[src/design/lps_pkg.sv]
// Shared types and constants for the LED pattern sequencer.
package lps_pkg;

    localparam int INTERVAL_W    = 16;
    localparam int NUM_INTERVALS = 4;
    localparam int ELAPSED_W     = 18;
    localparam int SEED_W        = 16;

    localparam logic [ELAPSED_W-1:0] ELAPSED_MAX = '1;

    // Command codes
    localparam logic [2:0] OP_TICK   = 3'd0;
    localparam logic [2:0] OP_NEXT   = 3'd1;
    localparam logic [2:0] OP_FASTER = 3'd2;
    localparam logic [2:0] OP_SLOWER = 3'd3;
    localparam logic [2:0] OP_SET    = 3'd4;
    localparam logic [2:0] OP_SHOW   = 3'd5;

    // Configuration register indexes
    localparam logic [2:0] CFG_INTERVAL0 = 3'd0;
    localparam logic [2:0] CFG_INTERVAL1 = 3'd1;
    localparam logic [2:0] CFG_INTERVAL2 = 3'd2;
    localparam logic [2:0] CFG_INTERVAL3 = 3'd3;
    localparam logic [2:0] CFG_SEED      = 3'd4;

    // Pattern modes
    localparam logic [1:0] MODE_COLOUR = 2'd0;
    localparam logic [1:0] MODE_CHASE  = 2'd1;
    localparam logic [1:0] MODE_BOUNCE = 2'd2;
    localparam logic [1:0] MODE_RANDOM = 2'd3;

    // Colour phases
    localparam logic [1:0] PHASE_RED   = 2'd0;
    localparam logic [1:0] PHASE_GREEN = 2'd1;
    localparam logic [1:0] PHASE_BLUE  = 2'd2;

    localparam logic [SEED_W-1:0] SEED_RESET = 16'd44257;
    localparam logic [SEED_W-1:0] LFSR_TAPS  = 16'hB400;

    typedef logic [NUM_INTERVALS-1:0][INTERVAL_W-1:0] interval_set_t;

    localparam interval_set_t INTERVAL_RESET = {16'd100, 16'd250, 16'd500, 16'd1000};

    typedef struct packed {
        logic [2:0] op;
        logic [7:0] speed_value;
    } cmd_item_t;

    typedef struct packed {
        logic [7:0] leds;
        logic [1:0] mode;
        logic [1:0] speed_level;
        logic       bad_speed;
        logic       stepped;
    } res_item_t;

    typedef struct packed {
        logic              load;
        logic [SEED_W-1:0] value;
    } seed_load_t;

    function automatic logic [SEED_W-1:0] lfsr_step(input logic [SEED_W-1:0] v);
        return (v >> 1) ^ (v[0] ? LFSR_TAPS : '0);
    endfunction

endpackage

[src/design/lps_cfg.sv]
// Configuration registers: step intervals and LFSR seed loading.
module lps_cfg
(
    input  logic                       clk,
    input  logic                       rst_n,
    input  logic                       cfg_valid,
    input  logic [2:0]                 cfg_index,
    input  logic [15:0]                cfg_data,
    output lps_pkg::interval_set_t     intervals,
    output lps_pkg::seed_load_t        seed_load
);

    lps_pkg::interval_set_t intervals_reg;
    lps_pkg::interval_set_t intervals_next;

    always_comb
    begin
        intervals_next = intervals_reg;
        seed_load.load = 1'b0;
        seed_load.value = (cfg_data == '0) ? 16'd1 : cfg_data;
        if (cfg_valid)
        begin
            unique case (cfg_index) inside
                lps_pkg::CFG_INTERVAL0, lps_pkg::CFG_INTERVAL1,
                lps_pkg::CFG_INTERVAL2, lps_pkg::CFG_INTERVAL3:
                    intervals_next[cfg_index[1:0]] = cfg_data;
                lps_pkg::CFG_SEED:
                    seed_load.load = 1'b1;
                default:
                    ;
            endcase
        end
    end

    always_ff @(posedge clk or negedge rst_n)
    begin
        if (!rst_n)
            intervals_reg <= lps_pkg::INTERVAL_RESET;
        else
            intervals_reg <= intervals_next;
    end

    assign intervals = intervals_reg;

endmodule

[src/design/lps_pattern.sv]
// Next-step logic of the four LED patterns.
module lps_pattern #(
    parameter int NUM_LEDS = 8
)
(
    input  logic [1:0]                    mode,
    input  logic [NUM_LEDS-1:0]           led_mask,
    input  logic [1:0]                    colour_phase,
    input  logic [$clog2(NUM_LEDS)-1:0]   chase_pos,
    input  logic [$clog2(NUM_LEDS)-1:0]   bounce_pos,
    input  logic                          bounce_dir,
    input  logic [15:0]                   lfsr,
    output logic [NUM_LEDS-1:0]           led_mask_step,
    output logic [1:0]                    colour_phase_step,
    output logic [$clog2(NUM_LEDS)-1:0]   chase_pos_step,
    output logic [$clog2(NUM_LEDS)-1:0]   bounce_pos_step,
    output logic                          bounce_dir_step,
    output logic [15:0]                   lfsr_step_val
);

    localparam int LW        = $clog2(NUM_LEDS);
    localparam int MOD_SHIFT = 16 + LW;
    localparam int MOD_MUL   = ((1 << MOD_SHIFT) + NUM_LEDS - 1) / NUM_LEDS;
    localparam int MOD_MW    = 18;
    localparam int MOD_PW    = 16 + MOD_MW;

    logic [NUM_LEDS-1:0] grp0;
    logic [NUM_LEDS-1:0] grp1;
    logic [NUM_LEDS-1:0] grp2;
    logic [15:0]         rnd_a;
    logic [15:0]         rnd_b;
    logic [LW-1:0]       chase_adv;

    for (genvar i = 0; i < NUM_LEDS; i++)
    begin : g_grp
        assign grp0[i] = ((i % 3) == 0);
        assign grp1[i] = ((i % 3) == 1);
        assign grp2[i] = ((i % 3) == 2);
    end

    // Exact reciprocal-multiply remainder for 16-bit values
    function automatic logic [LW-1:0] mod_leds(input logic [15:0] v);
        logic [MOD_PW-1:0] prod;
        logic [15:0]       q;
        logic [15:0]       r;
        prod = {{(MOD_PW-16){1'b0}}, v} * MOD_PW'(MOD_MUL);
        q = 16'(prod >> MOD_SHIFT);
        r = v - 16'(q * 16'(NUM_LEDS));
        return r[LW-1:0];
    endfunction

    function automatic logic [NUM_LEDS-1:0] led_bit(input logic [LW-1:0] p);
        return NUM_LEDS'(1) << p;
    endfunction

    assign rnd_a     = lps_pkg::lfsr_step(lfsr);
    assign rnd_b     = lps_pkg::lfsr_step(rnd_a);
    assign chase_adv = (chase_pos >= LW'(NUM_LEDS - 1)) ? '0 : chase_pos + LW'(1);

    always_comb
    begin
        led_mask_step     = led_mask;
        colour_phase_step = colour_phase;
        chase_pos_step    = chase_pos;
        bounce_pos_step   = bounce_pos;
        bounce_dir_step   = bounce_dir;
        lfsr_step_val     = lfsr;
        case (mode)
            lps_pkg::MODE_COLOUR:
            begin
                case (colour_phase)
                    lps_pkg::PHASE_GREEN:
                    begin
                        led_mask_step     = (led_mask | grp1) & ~grp0;
                        colour_phase_step = lps_pkg::PHASE_BLUE;
                    end
                    lps_pkg::PHASE_BLUE:
                    begin
                        led_mask_step     = (led_mask | grp2) & ~grp1;
                        colour_phase_step = lps_pkg::PHASE_RED;
                    end
                    default:
                    begin
                        led_mask_step     = (led_mask | grp0) & ~grp2;
                        colour_phase_step = lps_pkg::PHASE_GREEN;
                    end
                endcase
            end
            lps_pkg::MODE_CHASE:
            begin
                chase_pos_step = chase_adv;
                led_mask_step  = (led_mask & ~led_bit(chase_pos)) | led_bit(chase_adv);
            end
            lps_pkg::MODE_BOUNCE:
            begin
                if (bounce_dir)
                begin
                    if (bounce_pos >= LW'(NUM_LEDS - 1))
                    begin
                        bounce_dir_step = 1'b0;
                        bounce_pos_step = LW'(NUM_LEDS - 2);
                    end
                    else
                        bounce_pos_step = bounce_pos + LW'(1);
                end
                else
                begin
                    if (bounce_pos == '0)
                    begin
                        bounce_dir_step = 1'b1;
                        bounce_pos_step = LW'(1);
                    end
                    else
                        bounce_pos_step = bounce_pos - LW'(1);
                end
                led_mask_step = (led_mask & ~led_bit(bounce_pos)) | led_bit(bounce_pos_step);
            end
            default:
            begin
                lfsr_step_val = rnd_b;
                led_mask_step = (led_mask | led_bit(mod_leds(rnd_a))) & ~led_bit(mod_leds(rnd_b));
            end
        endcase
    end

endmodule

[src/design/led_pattern_sequencer.sv]
// Top level of the LED pattern sequencer.
//
// Channels: commands enter on cmd/cmd_valid/cmd_stall, one result per command
// leaves on res/res_valid/res_stall. A transfer happens at a rising edge with
// valid high and stall low. Configuration writes use cfg_valid/cfg_ready with
// cfg_index and cfg_data; cfg_ready is always high and writes belong in idle
// periods. Writing the seed register reloads the LFSR (zero loads as one).
// A transferred command waits in the command register; its result is computed
// from it and held in the result register, which drives res.
// Throughput: one command per cycle while res_stall holds no result, set by the
// single state-update stage between the command register and the result register.
// When res_stall holds a result, the command register keeps its item and
// cmd_stall rises only while that register is full and cannot move on.
// Reset: asynchronous, active low; all LEDs off, colour mode, speed level 0,
// intervals 1000/500/250/100 ms, LFSR loaded with the default seed.
module led_pattern_sequencer #(
    parameter int NUM_LEDS     = 8,
    parameter int SPEED_LEVELS = 4
)
(
    input  logic                 clk,
    input  logic                 rst_n,
    input  logic                 cmd_valid,
    output logic                 cmd_stall,
    input  lps_pkg::cmd_item_t   cmd,
    output logic                 res_valid,
    input  logic                 res_stall,
    output lps_pkg::res_item_t   res,
    input  logic                 cfg_valid,
    output logic                 cfg_ready,
    input  logic [2:0]           cfg_index,
    input  logic [15:0]          cfg_data
);

    localparam int LW            = $clog2(NUM_LEDS);
    localparam int USABLE_LEVELS = (SPEED_LEVELS < 4) ? SPEED_LEVELS : 4;
    localparam int EW            = lps_pkg::ELAPSED_W;

    lps_pkg::interval_set_t intervals;
    lps_pkg::seed_load_t    seed_load;

    lps_pkg::cmd_item_t  cmd_reg;
    logic                cmd_valid_reg, cmd_valid_next;
    lps_pkg::res_item_t  res_reg, res_next;
    logic                res_valid_reg, res_valid_next;

    logic [NUM_LEDS-1:0] led_mask_reg, led_mask_next;
    logic [1:0]          mode_reg, mode_next;
    logic [1:0]          speed_reg, speed_next;
    logic [EW-1:0]       elapsed_reg, elapsed_next;
    logic [1:0]          phase_reg, phase_next;
    logic [LW-1:0]       chase_reg, chase_next;
    logic [LW-1:0]       bounce_reg, bounce_next;
    logic                dir_reg, dir_next;
    logic [15:0]         lfsr_reg, lfsr_next;

    logic [NUM_LEDS-1:0] led_mask_step;
    logic [1:0]          phase_step;
    logic [LW-1:0]       chase_step;
    logic [LW-1:0]       bounce_step;
    logic                dir_step;
    logic [15:0]         lfsr_step_val;

    logic                advance;
    logic                process;
    logic                take;
    logic [15:0]         interval;
    logic [EW-1:0]       limit;
    logic [EW-1:0]       elapsed_inc;
    logic                do_step;
    logic [NUM_LEDS+7:0] led_ext;

    lps_cfg u_cfg (
        .clk       (clk),
        .rst_n     (rst_n),
        .cfg_valid (cfg_valid),
        .cfg_index (cfg_index),
        .cfg_data  (cfg_data),
        .intervals (intervals),
        .seed_load (seed_load)
    );

    lps_pattern #(
        .NUM_LEDS (NUM_LEDS)
    ) u_pattern (
        .mode              (mode_reg),
        .led_mask          (led_mask_reg),
        .colour_phase      (phase_reg),
        .chase_pos         (chase_reg),
        .bounce_pos        (bounce_reg),
        .bounce_dir        (dir_reg),
        .lfsr              (lfsr_reg),
        .led_mask_step     (led_mask_step),
        .colour_phase_step (phase_step),
        .chase_pos_step    (chase_step),
        .bounce_pos_step   (bounce_step),
        .bounce_dir_step   (dir_step),
        .lfsr_step_val     (lfsr_step_val)
    );

    assign cfg_ready = 1'b1;
    assign advance   = !res_valid_reg || !res_stall;
    assign cmd_stall = cmd_valid_reg && !advance;
    assign take      = cmd_valid && !cmd_stall;
    assign process   = cmd_valid_reg && advance;

    assign interval    = intervals[speed_reg];
    assign limit       = (mode_reg == lps_pkg::MODE_COLOUR)
                         ? ({1'b0, interval, 1'b0} + {2'b00, interval})
                         : {1'b0, interval, 1'b0};
    assign elapsed_inc = (elapsed_reg == lps_pkg::ELAPSED_MAX)
                         ? elapsed_reg : elapsed_reg + EW'(1);
    assign do_step     = (cmd_reg.op == lps_pkg::OP_TICK) && (elapsed_inc > limit);

    always_comb
    begin
        cmd_valid_next = take ? 1'b1 : (advance ? 1'b0 : cmd_valid_reg);
        res_valid_next = process || (res_valid_reg && res_stall);

        led_mask_next = led_mask_reg;
        mode_next     = mode_reg;
        speed_next    = speed_reg;
        elapsed_next  = elapsed_reg;
        phase_next    = phase_reg;
        chase_next    = chase_reg;
        bounce_next   = bounce_reg;
        dir_next      = dir_reg;
        lfsr_next     = lfsr_reg;
        res_next      = res_reg;

        if (process)
        begin
            res_next.bad_speed = 1'b0;
            res_next.stepped   = 1'b0;
            unique case (cmd_reg.op)
                lps_pkg::OP_TICK:
                begin
                    if (do_step)
                    begin
                        elapsed_next     = '0;
                        led_mask_next    = led_mask_step;
                        phase_next       = phase_step;
                        chase_next       = chase_step;
                        bounce_next      = bounce_step;
                        dir_next         = dir_step;
                        lfsr_next        = lfsr_step_val;
                        res_next.stepped = 1'b1;
                    end
                    else
                        elapsed_next = elapsed_inc;
                end
                lps_pkg::OP_NEXT:
                begin
                    led_mask_next = '0;
                    mode_next     = mode_reg + 2'd1;
                end
                lps_pkg::OP_FASTER:
                begin
                    if ({1'b0, speed_reg} + 3'd1 < 3'(USABLE_LEVELS))
                        speed_next = speed_reg + 2'd1;
                end
                lps_pkg::OP_SLOWER:
                begin
                    if (speed_reg != 2'd0)
                        speed_next = speed_reg - 2'd1;
                end
                lps_pkg::OP_SET:
                begin
                    if (cmd_reg.speed_value < 8'(USABLE_LEVELS))
                        speed_next = cmd_reg.speed_value[1:0];
                    else
                        res_next.bad_speed = 1'b1;
                end
                default:
                    ;
            endcase
            led_ext              = {8'b0, led_mask_next};
            res_next.leds        = led_ext[7:0];
            res_next.mode        = mode_next;
            res_next.speed_level = speed_next;
        end
        else
            led_ext = {8'b0, led_mask_reg};

        if (seed_load.load)
            lfsr_next = seed_load.value;
    end

    always_ff @(posedge clk or negedge rst_n)
    begin
        if (!rst_n)
        begin
            cmd_valid_reg <= 1'b0;
            res_valid_reg <= 1'b0;
            led_mask_reg  <= '0;
            mode_reg      <= lps_pkg::MODE_COLOUR;
            speed_reg     <= '0;
            elapsed_reg   <= '0;
            phase_reg     <= lps_pkg::PHASE_RED;
            chase_reg     <= '0;
            bounce_reg    <= '0;
            dir_reg       <= 1'b1;
            lfsr_reg      <= lps_pkg::SEED_RESET;
        end
        else
        begin
            cmd_valid_reg <= cmd_valid_next;
            res_valid_reg <= res_valid_next;
            led_mask_reg  <= led_mask_next;
            mode_reg      <= mode_next;
            speed_reg     <= speed_next;
            elapsed_reg   <= elapsed_next;
            phase_reg     <= phase_next;
            chase_reg     <= chase_next;
            bounce_reg    <= bounce_next;
            dir_reg       <= dir_next;
            lfsr_reg      <= lfsr_next;
        end
    end

    always_ff @(posedge clk)
    begin
        if (take)
            cmd_reg <= cmd;
        res_reg <= res_next;
    end

    assign res_valid = res_valid_reg;
    assign res       = res_reg;

    a_speed_range: assert property (@(posedge clk) disable iff (!rst_n)
        32'(speed_reg) < USABLE_LEVELS)
        else $error("speed level out of range");

    a_pos_range: assert property (@(posedge clk) disable iff (!rst_n)
        (32'(chase_reg) < NUM_LEDS) && (32'(bounce_reg) < NUM_LEDS))
        else $error("pattern position out of range");

    a_step_clears: assert property (@(posedge clk) disable iff (!rst_n)
        process && do_step |=> elapsed_reg == '0)
        else $error("elapsed count not cleared on step");

    a_stepped_tick: assert property (@(posedge clk) disable iff (!rst_n)
        process |=> (!res_reg.stepped || $past(cmd_reg.op) == lps_pkg::OP_TICK))
        else $error("step flagged on a non-tick command");

    a_bad_set: assert property (@(posedge clk) disable iff (!rst_n)
        process |=> (!res_reg.bad_speed || $past(cmd_reg.op) == lps_pkg::OP_SET))
        else $error("bad speed flagged on a non-set command");

    a_hold_item: assert property (@(posedge clk) disable iff (!rst_n)
        cmd_valid_reg && !advance |=> cmd_valid_reg && res_valid_reg)
        else $error("held command lost");

endmodule

[config.mk]
export PLATFORM = sky130hd
export DESIGN_NAME = led_pattern_sequencer
export DESIGN_NICKNAME = d
export VERILOG_FILES = /design/src/design/lps_pkg.sv /design/src/design/lps_cfg.sv /design/src/design/lps_pattern.sv /design/src/design/led_pattern_sequencer.sv
export SDC_FILE = /design/constraint.sdc
export NUM_CORES = 1
export LEC_CHECK = 0
export BUFFER_PORTS_ARGS = -buffer_cell sky130_fd_sc_hd__buf_4
export CORE_UTILIZATION = 40
export CTS_BUF_LIST = sky130_fd_sc_hd__clkbuf_4 sky130_fd_sc_hd__clkbuf_8
export DETAILED_ROUTE_END_ITERATION = 10
export PLACE_DENSITY = 0.64
export SETUP_SLACK_MARGIN = 0.1
export SYNTH_ARGS = -nofsm -noshare
export SYNTH_HDL_FRONTEND = slang
export SYNTH_SLANG_ARGS = --single-unit
[constraint.sdc]
create_clock -name clk -period 10.9 [get_ports clk]
set_clock_uncertainty 0.1 [all_clocks]
set_input_delay 1.09 -clock clk [delete_from_list [all_inputs] [get_ports clk]]
set_output_delay 1.09 -clock clk [all_outputs]
set_load 0.01 [all_outputs]
==> key figures <==
Run status
  • Outcome: completed

Setup path
  • Crit path DAT: 6.81 ns
  • List of cells traversed by the critical path: buf_4 > mux4_2 > ha_1 > fa_1 > a211oi_1 > o21ai_0 > a221oi_1 > nor2b_1 > mux2i_1 > nor2_1 > ha_1 > a21oi_1 > o21ai_1 > a2111o_1 > o311ai_4 > inv_1 > nor2_2 > a22o_1
  • Critical Path Slowest Stage Cell: sky130_fd_sc_hd__o311ai_4
  • Reg-to-reg critical path endpoint: elapsed_reg[11]
  • Type of element capturing the critical path: register
  • Worst r2r src: speed_reg[0]
  • Kind of launch point of the worst setup path: register
  • Max incr delay on CP: 0.79 ns
  • Crit-path most repeated cell: sky130_fd_sc_hd__ha_1
  • CP required: between 10 and 15 ns
  • Worst-path fanout max: 23
  • Worst reg2reg setup slack: ~4.4 ns
  • Length in cells of the worst reg-to-reg path: 18
  • Worst Setup Path Type: reg -> reg

Run
  • Number of max-cap violations: 0

Floorplanning
  • Die extent in y: 155 um
  • Row count: 55
  • Initial Utilization: 0.411
  • # IOs: 52
  • Die span in x: between 150 and 200 um
  • Core outline area: ~23000 um2
  • Total die area: 24000 um2

CTS
  • Clock insertion delay at the later pin of the skew report: 0.46 ns
  • H-tree lvl count: 4
  • Number of clock sinks: between 100 and 150
  • Maximum buffer depth of the clock tree: 2
  • Number of hold buffers added after CTS: 0
  • Number of buffers inserted during clock tree synthesis: 17
  • Clock root cell: sky130_fd_sc_hd__clkbuf_8
  • Clock slew at reported path FFs: about 0.10 ns
  • Post-CTS resize count: 0
  • Number of buffers added for setup after CTS: 0
  • Clock tree from TritonCTS: built

Power
  • Sw power: 1.11 mW
  • Int Power: ~1.5 mW
  • Switching fraction of total power: 0.423
  • Pleak: around 4.3 nW
  • Pwr dens: 252 nW/um2
  • Comb power frac: 0.527
  • VDD IR-drop max: 135 uV
  • Clock network power share: 0.167
  • Sequential cell fraction of total power: 0.306

Yosys
  • Number of cells produced by synthesis: 889
  • Sequential-to-total area share from yosys stat: 0.407
  • Dominant register cell in the synthesized netlist: sky130_fd_sc_hd__dfrtp_1
  • Number of different library cells in the post-synthesis netlist: 83
  • Syn_area_per_cell: 10.5 um2
  • Warnings, synthesis: 0
  • Post-Synthesis Net Count: 984
  • Mapped Area: roughly 9400 um2
  • Async set or reset register ratio after synthesis: 0.829
  • Number of register bits inferred by synthesis: between 100 and 150
  • Count of flip-flops with a built-in enable after synthesis: 25

Final layout
  • Register area: roughly 3800 um2
  • Flip-flop count of the largest register after layout: 64
  • Combined area of the multi-input logic cells: roughly 5300 um2
  • Most common cell after layout, fill and taps aside: sky130_fd_sc_hd__dfrtp_1
  • Number of nets at the end of the flow: 1016
  • Area growth from synthesis to layout: 11.2%
  • # fillers: 2131
  • Layout cell share with drive strength beyond 1: 0.245
  • Antenna diodes: 0
  • Number of standard cells in the final layout excluding fillers: about 1.2k
  • Final design area excluding fillers: 10400 um2
  • Most frequent cells in the layout: sky130_fd_sc_hd__dfrtp_1, sky130_fd_sc_hd__mux2_2, sky130_fd_sc_hd__ha_1

STA
  • Relative max-transition margin: 0.295
  • Worst hold slack across all endpoints: 0.392 ns
  • Fin crit period: 6.52 ns
  • Unrepaired setup endpoints after global routing: no
  • Top achievable clock speed: 153 MHz
  • Final-report hold violation count: 0
  • Final setup violation count: 0
  • Slew of the pin with the lowest slew margin: 1.05 ns
  • Setup Total Neg Slack: 0 ns
  • Period utilization: 0.598
  • Final Slew Violations: 0

Route
  • Number of iterations in the first detailed-routing pass: 5
  • Via/cell ratio: 5.78
  • Residual DRC count: 0
  • Final Routed Wirelength: 22100 um
  • Remaining antenna violation count after routing: 0
  • Iteration-0 DRC count of the detailed router: 513
  • Detailed-route via count: 7212
  • Average wire per cell in the routed design: 17.7 um

Global route
  • Global-route usage over all layers: 0.192
  • Initial antenna violation count: 0
  • Vias in the first global route: around 6.8k
  • First-pass GRT wire length: 36200 um
  • Largest net degree at the start of global routing: 64
  • Aggregate global routing overflow: 0

Place
  • Post-placement cell count: 1215
  • Final estimated routing congestion in global placement: 0.899
  • Port Buf Inserts: 50
  • Placed Instance Area: 10000 um2
  • HPWL after detailed placement: between 15000 and 20000 um

Min path
  • Worst min-delay path category: reg -> reg
  • Worst min-delay path startpoint: cmd_valid_reg
  • Worst hold stages: 1
  • Hold Crit Endpoint: res_valid
critical path, delay by kind of cell (launching register included):
family | cells | cell delay [ns]
AOI/OAI and AO/OA | 8 | 2.69
adders and majority gates | 3 | 0.99
muxes | 2 | 0.81
buffers and inverters | 2 | 0.65
and+or+nand+nor | 3 | 0.63
DFF | 1 | 0.57
cell families (layout without fill, tap and decap cells):
family	Yosys count	in the layout	synth area share
AO/OA/AOI/OAI	224	224	0.175
XOR/XNOR	27	27	0.0252
adder cells (fa/ha/maj)	62	62	0.0830
buffers and inverters	74	119	0.0319
flip-flops	146	146	0.407
multiplexers	104	104	0.142
other	1	1	0.000400
AND/OR/NAND/NOR	251	251	0.135
how the worst max path moves through the flow:
stage                            start              end  slack (ns)  depth (start not counted)
after floorplan           speed_reg[1]           res[7]        5.40                         19
after global placement    speed_reg[0]  elapsed_reg[11]        4.52                         18
after detailed placement  speed_reg[0]  elapsed_reg[12]        4.36                         18
after CTS                 speed_reg[0]  elapsed_reg[11]        4.35                         18
after global routing      speed_reg[0]  elapsed_reg[11]        3.88                         18
final                     speed_reg[0]  elapsed_reg[11]        4.38                         18
synthesized netlist by cell type (all sizes together), types with 4 or more instances:
| cell type | n | share of area |
|---|---|---|
| o21ai | 43 | 0.023 |
| ha | 59 | 0.079 |
| a31oi | 10 | 0.0073 |
| mux2 | 75 | 0.090 |
| a21oi | 36 | 0.020 |
| inv | 29 | 0.012 |
| nand2 | 55 | 0.022 |
| dfrtp | 91 | 0.24 |
| buf | 14 | 0.0079 |
| mux4 | 16 | 0.038 |
| mux2i | 13 | 0.014 |
| o211ai | 4 | 0.0032 |
| o221ai | 4 | 0.0037 |
| nand3 | 37 | 0.020 |
| a211oi | 6 | 0.0048 |
| nor2 | 52 | 0.021 |
| o31ai | 8 | 0.0079 |
| a31o | 6 | 0.0056 |
| o22ai | 7 | 0.0047 |
| o21a | 7 | 0.0056 |
| o41ai | 4 | 0.0037 |
| dfstp | 30 | 0.084 |
| and3 | 12 | 0.0087 |
| a221o | 16 | 0.017 |
| a21o | 18 | 0.014 |
| nor4 | 6 | 0.0040 |
| nand2b | 5 | 0.0033 |
| a22oi | 5 | 0.0040 |
| nor2b | 16 | 0.011 |
| a21boi | 5 | 0.0044 |
| nand4 | 10 | 0.0073 |
| xor2 | 7 | 0.0065 |
| a22o | 10 | 0.0093 |
| xnor2 | 20 | 0.019 |
| and2 | 23 | 0.015 |
| nor3 | 22 | 0.012 |
| edfxtp | 25 | 0.080 |
| or3 | 6 | 0.0045 |
| o311ai | 6 | 0.0075 |
| clkbuf | 31 | 0.012 |
area by class of cell:
cell class,instances,area share
multi-input cells,669,0.505
flip-flops and latches,146,0.366
repair buffers,58,0.0418
well taps,313,0.0376
clock buffers,18,0.0238
clock inverters,14,0.0156
inverters,29,0.0104
power by group through the flow:
stage,clock [mW],combinational (mW),sequential (mW)
floorplan,0,1.09,0.768
global route,0.475,1.53,0.824
detailed placement,0,1.37,0.813
CTS,0.452,1.38,0.803
finish,0.441,1.39,0.804
global placement,0,1.35,0.809
stage by stage:
step | total power, mW | util | setup WS [ns]
floorplan | 1.86 | - | 5.40
global placement | 2.16 | 0.439 | 4.52
detailed placement | 2.18 | 0.439 | 4.36
CTS | 2.63 | 0.457 | 4.35
global route | 2.82 | 0.457 | 3.88
finish | 2.63 | 0.457 | 4.38
per-layer routing:
layer / global-route usage / wire length (um)
met1: 0.269 / 10500
met2: 0.305 / 10300
met4: 0.0561 / 282
met3: 0.0309 / 1040
met5: 0 / 0
Note: power is estimated with default switching activity, not from simulation.
